`src/ssbf_pkg.sv`:
```
`default_nettype none
package ssbf_pkg;

	localparam int MODE_W      = 2;
	localparam int CNT_IN_W    = 2;
	localparam int RANK_W      = 3;
	localparam int LANE_W      = 16;
	localparam int LANES       = 4;
	localparam int HANDLE_IN_W = 32;
	localparam int DIST_W      = 19;

	localparam int ENTRIES_DEF     = 16;
	localparam int MAX_INPUTS_DEF  = 2;
	localparam int MAX_DIMS_DEF    = 4;
	localparam int DIM_BITS_DEF    = 16;
	localparam int HANDLE_BITS_DEF = 32;

	// s_tuser opcodes
	localparam logic [MODE_W-1:0] MODE_PUT   = 2'd0;
	localparam logic [MODE_W-1:0] MODE_EXACT = 2'd1;
	localparam logic [MODE_W-1:0] MODE_BEST  = 2'd2;
	localparam logic [MODE_W-1:0] MODE_CLEAR = 2'd3;

	// input tdata layout: handle, input_count, rank_first, rank_second, dims_first, dims_second
	localparam int IN_TDATA_W = HANDLE_IN_W + CNT_IN_W + 2 * RANK_W + 2 * LANES * LANE_W;

endpackage
`default_nettype wire

```
`src/ssbf_ram.sv`:
```
`default_nettype none
module ssbf_ram #(
	parameter int WIDTH = 8,
	parameter int DEPTH = 16,
	parameter int AW    = (DEPTH > 1) ? $clog2(DEPTH) : 1
) (
	input  wire logic             clk,
	input  wire logic             we,
	input  wire logic [AW-1:0]    waddr,
	input  wire logic [WIDTH-1:0] wdata,
	input  wire logic             re,
	input  wire logic [AW-1:0]    raddr,
	output logic      [WIDTH-1:0] rdata
);

	logic [WIDTH-1:0] mem [DEPTH];

	always_ff @(posedge clk) begin
		if (we) begin
			mem[waddr] <= wdata;
		end
		if (re) begin
			rdata <= mem[raddr];
		end
	end

endmodule
`default_nettype wire

```
`src/shape_signature_best_fit_cache.sv`:
```
`default_nettype none
// Shape signature cache with exact and best-fit lookup. Each input transaction
// carries one operation in s_tuser (put, exact lookup, best-fit lookup, clear)
// and gives exactly one result transaction. Signatures live in a simple
// dual-port RAM, one word per slot; put, exact and best-fit lookups sweep the
// RAM one slot per cycle, then pass the registered read data through one compare
// stage, the accumulate step and the write-back/result state. The next
// transaction is accepted once the block is back in idle, while the result is
// presented. Clear touches only the valid bits and the entry count; it skips the
// sweep and goes straight to the write-back/result state. Slot valid bits are
// flip-flops cleared by reset, so no clearing pass is needed. A result waits in
// the output register; a new operation is taken while it waits and stalls only
// at its own write-back.
module shape_signature_best_fit_cache #(
	parameter int ENTRIES     = ssbf_pkg::ENTRIES_DEF,
	parameter int MAX_INPUTS  = ssbf_pkg::MAX_INPUTS_DEF,
	parameter int MAX_DIMS    = ssbf_pkg::MAX_DIMS_DEF,
	parameter int DIM_BITS    = ssbf_pkg::DIM_BITS_DEF,
	parameter int HANDLE_BITS = ssbf_pkg::HANDLE_BITS_DEF,
	parameter int CNT_W       = $clog2(ENTRIES + 1),
	parameter int OUT_BITS    = 2 + ssbf_pkg::HANDLE_IN_W + ssbf_pkg::DIST_W + CNT_W,
	parameter int OUT_TW      = ((OUT_BITS + 7) / 8) * 8
) (
	input  wire logic                            clk,
	input  wire logic                            arst_n,
	input  wire logic                            s_tvalid,
	output logic                                 s_tready,
	// handle, input_count, rank_first, rank_second, dims_first, dims_second
	input  wire logic [ssbf_pkg::IN_TDATA_W-1:0] s_tdata,
	// mode
	input  wire logic [ssbf_pkg::MODE_W-1:0]     s_tuser,
	output logic                                 m_tvalid,
	input  wire logic                            m_tready,
	// found, hit_handle, distance, entry_count, table_full, zero pad
	output logic      [OUT_TW-1:0]               m_tdata
);
	import ssbf_pkg::*;

	localparam int IDX_W  = (ENTRIES > 1) ? $clog2(ENTRIES) : 1;
	localparam int RNK_VW = MAX_INPUTS * RANK_W;
	localparam int DIM_VW = MAX_INPUTS * MAX_DIMS * DIM_BITS;
	localparam int WORD_W = CNT_IN_W + RNK_VW + DIM_VW + HANDLE_BITS;
	localparam logic [IDX_W-1:0] LAST_IDX = IDX_W'(ENTRIES - 1);

	typedef enum logic [1:0] {ST_IDLE, ST_SCAN, ST_DRAIN, ST_FIN} state_t;
	typedef logic [MAX_INPUTS-1:0][RANK_W-1:0] ranks_t;
	typedef logic [MAX_INPUTS-1:0][MAX_DIMS-1:0][DIM_BITS-1:0] dims_t;

	// input unpacking
	logic [HANDLE_IN_W-1:0]    in_handle;
	logic [CNT_IN_W-1:0]       in_cnt;
	logic [1:0][RANK_W-1:0]    in_rank;
	logic [1:0][LANES*LANE_W-1:0] in_lanes;

	assign in_handle   = s_tdata[HANDLE_IN_W-1:0];
	assign in_cnt      = s_tdata[HANDLE_IN_W +: CNT_IN_W];
	assign in_rank[0]  = s_tdata[HANDLE_IN_W + CNT_IN_W +: RANK_W];
	assign in_rank[1]  = s_tdata[HANDLE_IN_W + CNT_IN_W + RANK_W +: RANK_W];
	assign in_lanes[0] = s_tdata[HANDLE_IN_W + CNT_IN_W + 2 * RANK_W +: LANES * LANE_W];
	assign in_lanes[1] = s_tdata[HANDLE_IN_W + CNT_IN_W + 2 * RANK_W + LANES * LANE_W +:
		LANES * LANE_W];

	// normalized signature of the incoming transaction
	logic [CNT_IN_W-1:0]    n_cnt;
	ranks_t                 n_ranks;
	dims_t                  n_dims;
	logic [HANDLE_BITS-1:0] n_handle;

	always_comb begin
		logic [RANK_W-1:0] r;
		logic [LANE_W-1:0] lane;
		logic [63:0]       h64;
		n_cnt = (in_cnt > CNT_IN_W'(MAX_INPUTS)) ? CNT_IN_W'(MAX_INPUTS) : in_cnt;
		for (int i = 0; i < MAX_INPUTS; i++) begin
			r = (in_rank[i] > RANK_W'(MAX_DIMS)) ? RANK_W'(MAX_DIMS) : in_rank[i];
			n_ranks[i] = (CNT_IN_W'(i) < n_cnt) ? r : '0;
			for (int d = 0; d < MAX_DIMS; d++) begin
				lane = in_lanes[i][LANE_W*d +: LANE_W];
				n_dims[i][d] = (RANK_W'(d) < n_ranks[i]) ? lane[DIM_BITS-1:0] : '0;
			end
		end
		h64 = 64'(in_handle);
		n_handle = h64[HANDLE_BITS-1:0];
	end

	// latched query
	logic [MODE_W-1:0]      mode_q;
	logic [CNT_IN_W-1:0]    k_cnt_q;
	ranks_t                 k_ranks_q;
	dims_t                  k_dims_q;
	logic [HANDLE_BITS-1:0] k_handle_q;

	// control
	state_t             state_q;
	logic [IDX_W-1:0]   addr_q;
	logic [ENTRIES-1:0] valid_q;
	logic [CNT_W-1:0]   count_q;
	logic               v_s1, last_s1, v_s2, last_s2;
	logic [IDX_W-1:0]   idx_s1, idx_s2;

	// scan accumulators
	logic                   found_q, free_q;
	logic [IDX_W-1:0]       hit_idx_q, free_idx_q;
	logic [HANDLE_BITS-1:0] hit_handle_q;
	logic [DIST_W-1:0]      best_q;

	// output register
	logic                   o_valid_q, o_found_q, o_full_q;
	logic [HANDLE_IN_W-1:0] o_hit_q;
	logic [DIST_W-1:0]      o_dist_q;
	logic [CNT_W-1:0]       o_count_q;

	// RAM
	logic              ram_we, ram_re;
	logic [IDX_W-1:0]  ram_waddr;
	logic [WORD_W-1:0] ram_wdata, ram_rdata;

	ssbf_ram #(
		.WIDTH(WORD_W),
		.DEPTH(ENTRIES),
		.AW   (IDX_W)
	) u_ram (
		.clk  (clk),
		.we   (ram_we),
		.waddr(ram_waddr),
		.wdata(ram_wdata),
		.re   (ram_re),
		.raddr(addr_q),
		.rdata(ram_rdata)
	);

	logic [CNT_IN_W-1:0]    e_cnt;
	ranks_t                 e_ranks;
	dims_t                  e_dims;
	logic [HANDLE_BITS-1:0] e_handle;

	assign e_cnt    = ram_rdata[CNT_IN_W-1:0];
	assign e_ranks  = ram_rdata[CNT_IN_W +: RNK_VW];
	assign e_dims   = ram_rdata[CNT_IN_W + RNK_VW +: DIM_VW];
	assign e_handle = ram_rdata[CNT_IN_W + RNK_VW + DIM_VW +: HANDLE_BITS];

	// compare stage
	logic                   valid_s2, eq_s2, fit_s2;
	dims_t                  diff_s2;
	logic [HANDLE_BITS-1:0] handle_s2;

	always_ff @(posedge clk) begin
		logic ge;
		logic same;
		if (v_s1) begin
			ge = 1'b1;
			for (int i = 0; i < MAX_INPUTS; i++) begin
				for (int d = 0; d < MAX_DIMS; d++) begin
					ge = ge & (e_dims[i][d] >= k_dims_q[i][d]);
					diff_s2[i][d] <= e_dims[i][d] - k_dims_q[i][d];
				end
			end
			same = valid_q[idx_s1] && (e_cnt == k_cnt_q) && (e_ranks == k_ranks_q);
			valid_s2  <= valid_q[idx_s1];
			eq_s2     <= same && (e_dims == k_dims_q);
			fit_s2    <= same && ge;
			handle_s2 <= e_handle;
			idx_s2    <= idx_s1;
		end
	end

	// sum stage, folded into the accumulators
	logic [DIST_W-1:0] sum_s2;
	logic              hit_upd, free_upd;

	always_comb begin
		sum_s2 = '0;
		for (int i = 0; i < MAX_INPUTS; i++) begin
			for (int d = 0; d < MAX_DIMS; d++) begin
				sum_s2 = sum_s2 + DIST_W'(diff_s2[i][d]);
			end
		end
	end

	always_comb begin
		hit_upd = 1'b0;
		case (mode_q)
			MODE_PUT, MODE_EXACT: hit_upd = v_s2 && eq_s2 && !found_q;
			MODE_BEST:            hit_upd = v_s2 && fit_s2 && (!found_q || sum_s2 < best_q);
			default:              hit_upd = 1'b0;
		endcase
		free_upd = v_s2 && (mode_q == MODE_PUT) && !valid_s2 && !free_q;
	end

	// write-back / result
	logic             fin_go, put_new;
	logic [CNT_W-1:0] new_count;

	assign fin_go    = (state_q == ST_FIN) && (!o_valid_q || m_tready);
	assign put_new   = (mode_q == MODE_PUT) && !found_q && free_q;
	assign new_count = (mode_q == MODE_CLEAR) ? '0 : count_q + CNT_W'(put_new);
	assign ram_we    = fin_go && (mode_q == MODE_PUT) && (found_q || free_q);
	assign ram_waddr = found_q ? hit_idx_q : free_idx_q;
	assign ram_wdata = {k_handle_q, k_dims_q, k_ranks_q, k_cnt_q};
	assign ram_re    = (state_q == ST_SCAN);
	assign s_tready  = (state_q == ST_IDLE);

	always_ff @(posedge clk) begin
		if (s_tvalid && s_tready) begin
			mode_q     <= s_tuser;
			k_cnt_q    <= n_cnt;
			k_ranks_q  <= n_ranks;
			k_dims_q   <= n_dims;
			k_handle_q <= n_handle;
		end
		if (ram_re) begin
			idx_s1 <= addr_q;
		end
	end

	always_ff @(posedge clk or negedge arst_n) begin
		logic [63:0] h64;
		if (!arst_n) begin
			state_q      <= ST_IDLE;
			addr_q       <= '0;
			valid_q      <= '0;
			count_q      <= '0;
			v_s1         <= 1'b0;
			last_s1      <= 1'b0;
			v_s2         <= 1'b0;
			last_s2      <= 1'b0;
			found_q      <= 1'b0;
			free_q       <= 1'b0;
			hit_idx_q    <= '0;
			free_idx_q   <= '0;
			hit_handle_q <= '0;
			best_q       <= '0;
			o_valid_q    <= 1'b0;
			o_found_q    <= 1'b0;
			o_full_q     <= 1'b0;
			o_hit_q      <= '0;
			o_dist_q     <= '0;
			o_count_q    <= '0;
		end else begin
			v_s1    <= ram_re;
			last_s1 <= ram_re && (addr_q == LAST_IDX);
			v_s2    <= v_s1;
			last_s2 <= last_s1;
			if (hit_upd) begin
				found_q      <= 1'b1;
				hit_idx_q    <= idx_s2;
				hit_handle_q <= handle_s2;
				best_q       <= sum_s2;
			end
			if (free_upd) begin
				free_q     <= 1'b1;
				free_idx_q <= idx_s2;
			end
			if (o_valid_q && m_tready && !fin_go) begin
				o_valid_q <= 1'b0;
			end
			case (state_q)
				ST_IDLE: begin
					if (s_tvalid) begin
						addr_q       <= '0;
						found_q      <= 1'b0;
						free_q       <= 1'b0;
						hit_handle_q <= '0;
						best_q       <= '0;
						state_q      <= (s_tuser == MODE_CLEAR) ? ST_FIN : ST_SCAN;
					end
				end
				ST_SCAN: begin
					addr_q <= addr_q + IDX_W'(1);
					if (addr_q == LAST_IDX) begin
						state_q <= ST_DRAIN;
					end
				end
				ST_DRAIN: begin
					if (v_s2 && last_s2) begin
						state_q <= ST_FIN;
					end
				end
				ST_FIN: begin
					if (fin_go) begin
						h64 = 64'(hit_handle_q);
						o_valid_q <= 1'b1;
						o_found_q <= found_q && (mode_q != MODE_CLEAR);
						o_hit_q   <= (found_q && (mode_q != MODE_CLEAR)) ?
							h64[HANDLE_IN_W-1:0] : '0;
						o_dist_q  <= (mode_q == MODE_BEST) ? best_q : '0;
						o_full_q  <= (mode_q == MODE_PUT) && !found_q && !free_q;
						o_count_q <= new_count;
						count_q   <= new_count;
						if (mode_q == MODE_CLEAR) begin
							valid_q <= '0;
						end else if (put_new) begin
							valid_q[free_idx_q] <= 1'b1;
						end
						state_q <= ST_IDLE;
					end
				end
				default: state_q <= ST_IDLE;
			endcase
		end
	end

	assign m_tvalid = o_valid_q;
	assign m_tdata  = OUT_TW'({o_full_q, o_count_q, o_dist_q, o_hit_q, o_found_q});

	// occupancy counter tracks the valid bits
	a_count_matches: assert property (@(posedge clk) disable iff (!arst_n)
		count_q == CNT_W'($countones(valid_q)))
		else $error("entry count out of step with valid bits");

	a_count_bound: assert property (@(posedge clk) disable iff (!arst_n)
		count_q <= CNT_W'(ENTRIES))
		else $error("entry count above table size");

	// a new transaction only starts with the compare pipeline empty
	a_pipe_empty: assert property (@(posedge clk) disable iff (!arst_n)
		s_tready |-> (!v_s1 && !v_s2))
		else $error("transaction accepted while sweep still in flight");

	a_hit_or_full: assert property (@(posedge clk) disable iff (!arst_n)
		o_valid_q |-> !(o_found_q && o_full_q))
		else $error("result flags both a hit and a full table");

	a_write_after_sweep: assert property (@(posedge clk) disable iff (!arst_n)
		ram_we |-> (!v_s1 && !v_s2 && !ram_re))
		else $error("slot write overlaps the sweep");

endmodule
`default_nettype wire
```
`config.mk`:
```
export PLATFORM = sky130hd
export DESIGN_NAME = shape_signature_best_fit_cache
export DESIGN_NICKNAME = d
export VERILOG_FILES = /design/src/ssbf_pkg.sv /design/src/ssbf_ram.sv /design/src/shape_signature_best_fit_cache.sv
export SDC_FILE = /design/constraint.sdc
export NUM_CORES = 2
export LEC_CHECK = 0
export BUFFER_PORTS_ARGS = -buffer_cell sky130_fd_sc_hd__buf_2
export CORE_MARGIN = 4
export CORE_UTILIZATION = 45
export CTS_CLUSTER_DIAMETER = 200
export CTS_CLUSTER_SIZE = 10
export DETAILED_ROUTE_END_ITERATION = 7
export PLACE_DENSITY_LB_ADDON = 0.3
export SLEW_MARGIN = 5
export SYNTH_ARGS = -nofsm -noshare
export SYNTH_HDL_FRONTEND = slang
export SYNTH_SLANG_ARGS = --single-unit
export TNS_END_PERCENT = 30
```
`constraint.sdc`:
```
create_clock -name clk -period 20.9 [get_ports clk]
set_input_delay 3.135 -clock clk [delete_from_list [all_inputs] [get_ports clk]]
set_output_delay 3.135 -clock clk [all_outputs]
set_load 0.1 [all_outputs]
```
==> out/results.tsv <==
stage	metric	value	unit
run_status	status	finished clean	
sta	finClkSkew	0.06409	ns
final_layout	stdcell_area	149300	µm²
worst_hold_path	holdCritStartpoint	last_s1$_DFF_PN0_	
synth	synth_top_cell_by_area	edfxtp_1	
final_layout	area_growth	12.48	%
die	fp.dieW	551.1	µm
clocking	htree_levels	5	
setup_path	worstSetupPathType	reg -> reg	
sta	rsz0062_at_grt	false	
global_routing	antenna_found_initial	11	
setup_path	path_max_fanout	30	
sta	period_needed	6.765	ns
detailed_routing	dr_total_vias	63560	
synth	yosysUniqueCellTypes	81	
setup_path	crit_path_end_kind	register	
setup_path	critical_path_buf_inv_count	6	
worst_hold_path	hp-class	reg -> reg	
final_layout	fin_util	50.81	%
place	dpl_cell_area	139000	µm²
setup_path	reg2reg_depth	27	
synth	synthTopCellsByArea	edfxtp_1 (72%), mux4_2 (14%), dfrtp_1 (2.8%), ha_1 (1.6%), fa_1 (1.6%)	
detailed_routing	first_pass_iters	8	
global_routing	grtUsageTotal	20.97	%
clocking	ctsHoldBuffers	0	
final_layout	multiInputGateArea	30830	µm²
sta	worstMarginPinSlew	1.212	ns
worst_hold_path	holdPathEnd	last_s2$_DFF_PN0_	
place	dpl.hpwl	178800	µm
global_routing	grt-ovfl-total	0	
worst_hold_path	worst_hold_path.num_cells	0	
sta	drv_slew	0	
synth	ys_ff_latch	3343	
die	coreArea	293800	µm²
run	max_cap_viol_count	0	
pwr	power.leakage	44.46	nW
setup_path	cp.required	21.67	ns
clocking	post_cts_buffers	0	
clocking	ctsResizeCount	0	
setup_path	r2r_end	hit_handle_q[10]$_DFF_PN0_	
detailed_routing	drc	0	
sta	timing.hold.ws	0.3634	ns
synth	async_flop_share	4.367	%
setup_path	cp_slowest_cell	fa_1	
clocking	cts_tree	done	
place	port_buffers	233	
global_routing	grt_pass1_vias	65440	
clocking	cts_num_sinks	3343	
synth	synth_area	132700	µm²
detailed_routing	ant_nets	0	
synth	synth_edf_count	3197	
synth	ys_top_cells_by_count	edfxtp_1 (3197), mux4_2 (841), inv_1 (373)	
synth	synth.most_common_cell	edfxtp_1	
global_routing	grt_pass1_wl	465100	µm
final_layout	drive_gt1_share	23.82	%
synth	synthFlopType	edfxtp_1	
final_layout	layout.nets	7174	
setup_path	path_delay_family	adder cells	
die	rows	199	
pwr	ir_drop	0.06763	mV
setup_path	arrival	7.54	ns
sta	slew_headroom	19.17	%
synth	synth.avg_cell_area	21.23	µm²
detailed_routing	drtIter0Drc	6923	
sta	period_share	32.37	%
synth	synth_top_area_share	72.33	%
detailed_routing	drt-vias-per-instance	5.893	
setup_path	max_stage_delay	0.53	ns
die	initial_core_util	45.17	%
final_layout	nFillCells	23140	
clocking	cts_buffers	372	
detailed_routing	wl_per_cell	29.53	µm
final_layout	instances_no_fill	10790	
setup_path	r2r_start	diff_s2[50]$_DFFE_PP_	
sta	hold_viol	0	
synth	synthCells	6251	
synth	yosysSeqAreaShare	75.09	%
global_routing	grt_max_degree	114	
clocking	ctsRootBufferMaster	clkbuf_16	
pwr	power.density	87.47	nW/µm²
setup_path	rrSetupSlack	14.13	ns
setup_path	crit_cells	27	
clocking	cts_buffer_depth	4	
detailed_routing	drt_wl_total	318500	µm
die	die_h	551.1	µm
clocking	clk_pin_slew	0.06	ns
synth	ys_warn_count	0	
clocking	clk-insertion-delay-late	0.93	ns
setup_path	start_kind	register	
die	top_level_ports	240	
place	gp_congestion	0.8542	
die	dieArea	303700	µm²
place	place_inst	10270	
sta	setup_tns	0	ns
sta	fmax	147.8	MHz
final_layout	seq_area	99670	µm²
sta	finalSetupViolCount	0	
[cells by family after synthesis]
logic type               after synthesis  share of synthesized area, %
flip-flops                          3343                         75.09
multiplexers                         902                         14.80
AND/OR/NAND/NOR                      614                         2.348
buffers and inverters                614                         1.838
AO/OA/AOI/OAI                        381                         1.955
adder cells (fa/ha/maj)              275                         3.175
XOR/XNOR                             121                        0.7985
other                                  1                      0.002825
[registers in the layout (all words and copies together) (netlist names), 32 cells and up]
register and cells:
diff_s2 128, o_hit_q 32, k_dims_q 128, u_ram.mem 2688, k_handle_q 32, u_ram.rdata 168
hit_handle_q 32, handle_s2 32
[placed cells by master (no fill, tap or decap), types with 13 or more instances in the layout]
cell type / count
edfxtp_1: 3197
mux4_2: 841
clkbuf_16: 374
inv_1: 373
buf_2: 232
ha_1: 171
nor2_1: 159
dfrtp_1: 141
clkbuf_1: 108
fa_1: 103
nand2_1: 97
a21oi_1: 92
xnor2_1: 89
buf_4: 87
o21ai_0: 79
nor2b_1: 78
and2_1: 72
mux2i_1: 49
a21o_1: 47
nor3_1: 33
a22o_1: 33
xor2_1: 32
nand3_1: 30
nand2b_1: 28
nand4_1: 26
and3_1: 24
o21a_1: 20
nor2_4: 16
buf_12: 16
a31oi_1: 14
or3_1: 13
[per-layer routing]
metal  vias to the layer above  part of all wire (%)  track usage (%)
met1                     34540                    43            31.00
met3                       410                   6.9            3.264
met2                      2480                    48            33.18
met5                         -                0.0022                0
li1                      26130                     -                -
met4                         2                   2.2            5.050
[power breakdown]
| group | internal (mW) | switching, mW |
|---|---|---|
| Combinational | 0.0201 | 0.0371 |
| Sequential | 7.24 | 0.00000000000000000472 |
| Clock | 3.25 | 2.51 |
| Total | 10.5 | 2.55 |
[worst max path at each step]
stage,start,to,slack [ns]
global route,diff_s2[2]$_DFFE_PP_,hit_handle_q[15]$_DFF_PN0_,13.79
CTS,diff_s2[50]$_DFFE_PP_,hit_handle_q[10]$_DFF_PN0_,14.12
detailed placement,m_tready,u_ram.mem[4][43]$_DFFE_PP_,13.56
floorplan,m_tready,u_ram.mem[8][0]$_DFFE_PP_,9.26
finish,diff_s2[50]$_DFFE_PP_,hit_handle_q[10]$_DFF_PN0_,14.13
global placement,m_tready,u_ram.mem[4][43]$_DFFE_PP_,13.55
[layout make-up]
class,count,area share (%)
antenna,7,0.01173
clock buffer,482,6.541
timing repair buffer,336,1.437
inverter,373,0.9378
tap,3919,3.285
clock inverter,26,0.3721
sequential,3343,66.77
multi-input combinational,2299,20.65
[metrics by stage]
step,setup WS [ns],power (mW)
floorplan,9.258,7.393
global placement,13.55,7.433
detailed placement,13.56,7.433
CTS,14.12,13.19
global route,13.79,13.49
finish,14.13,13.06
Note: power is estimated with default switching activity, not from simulation.
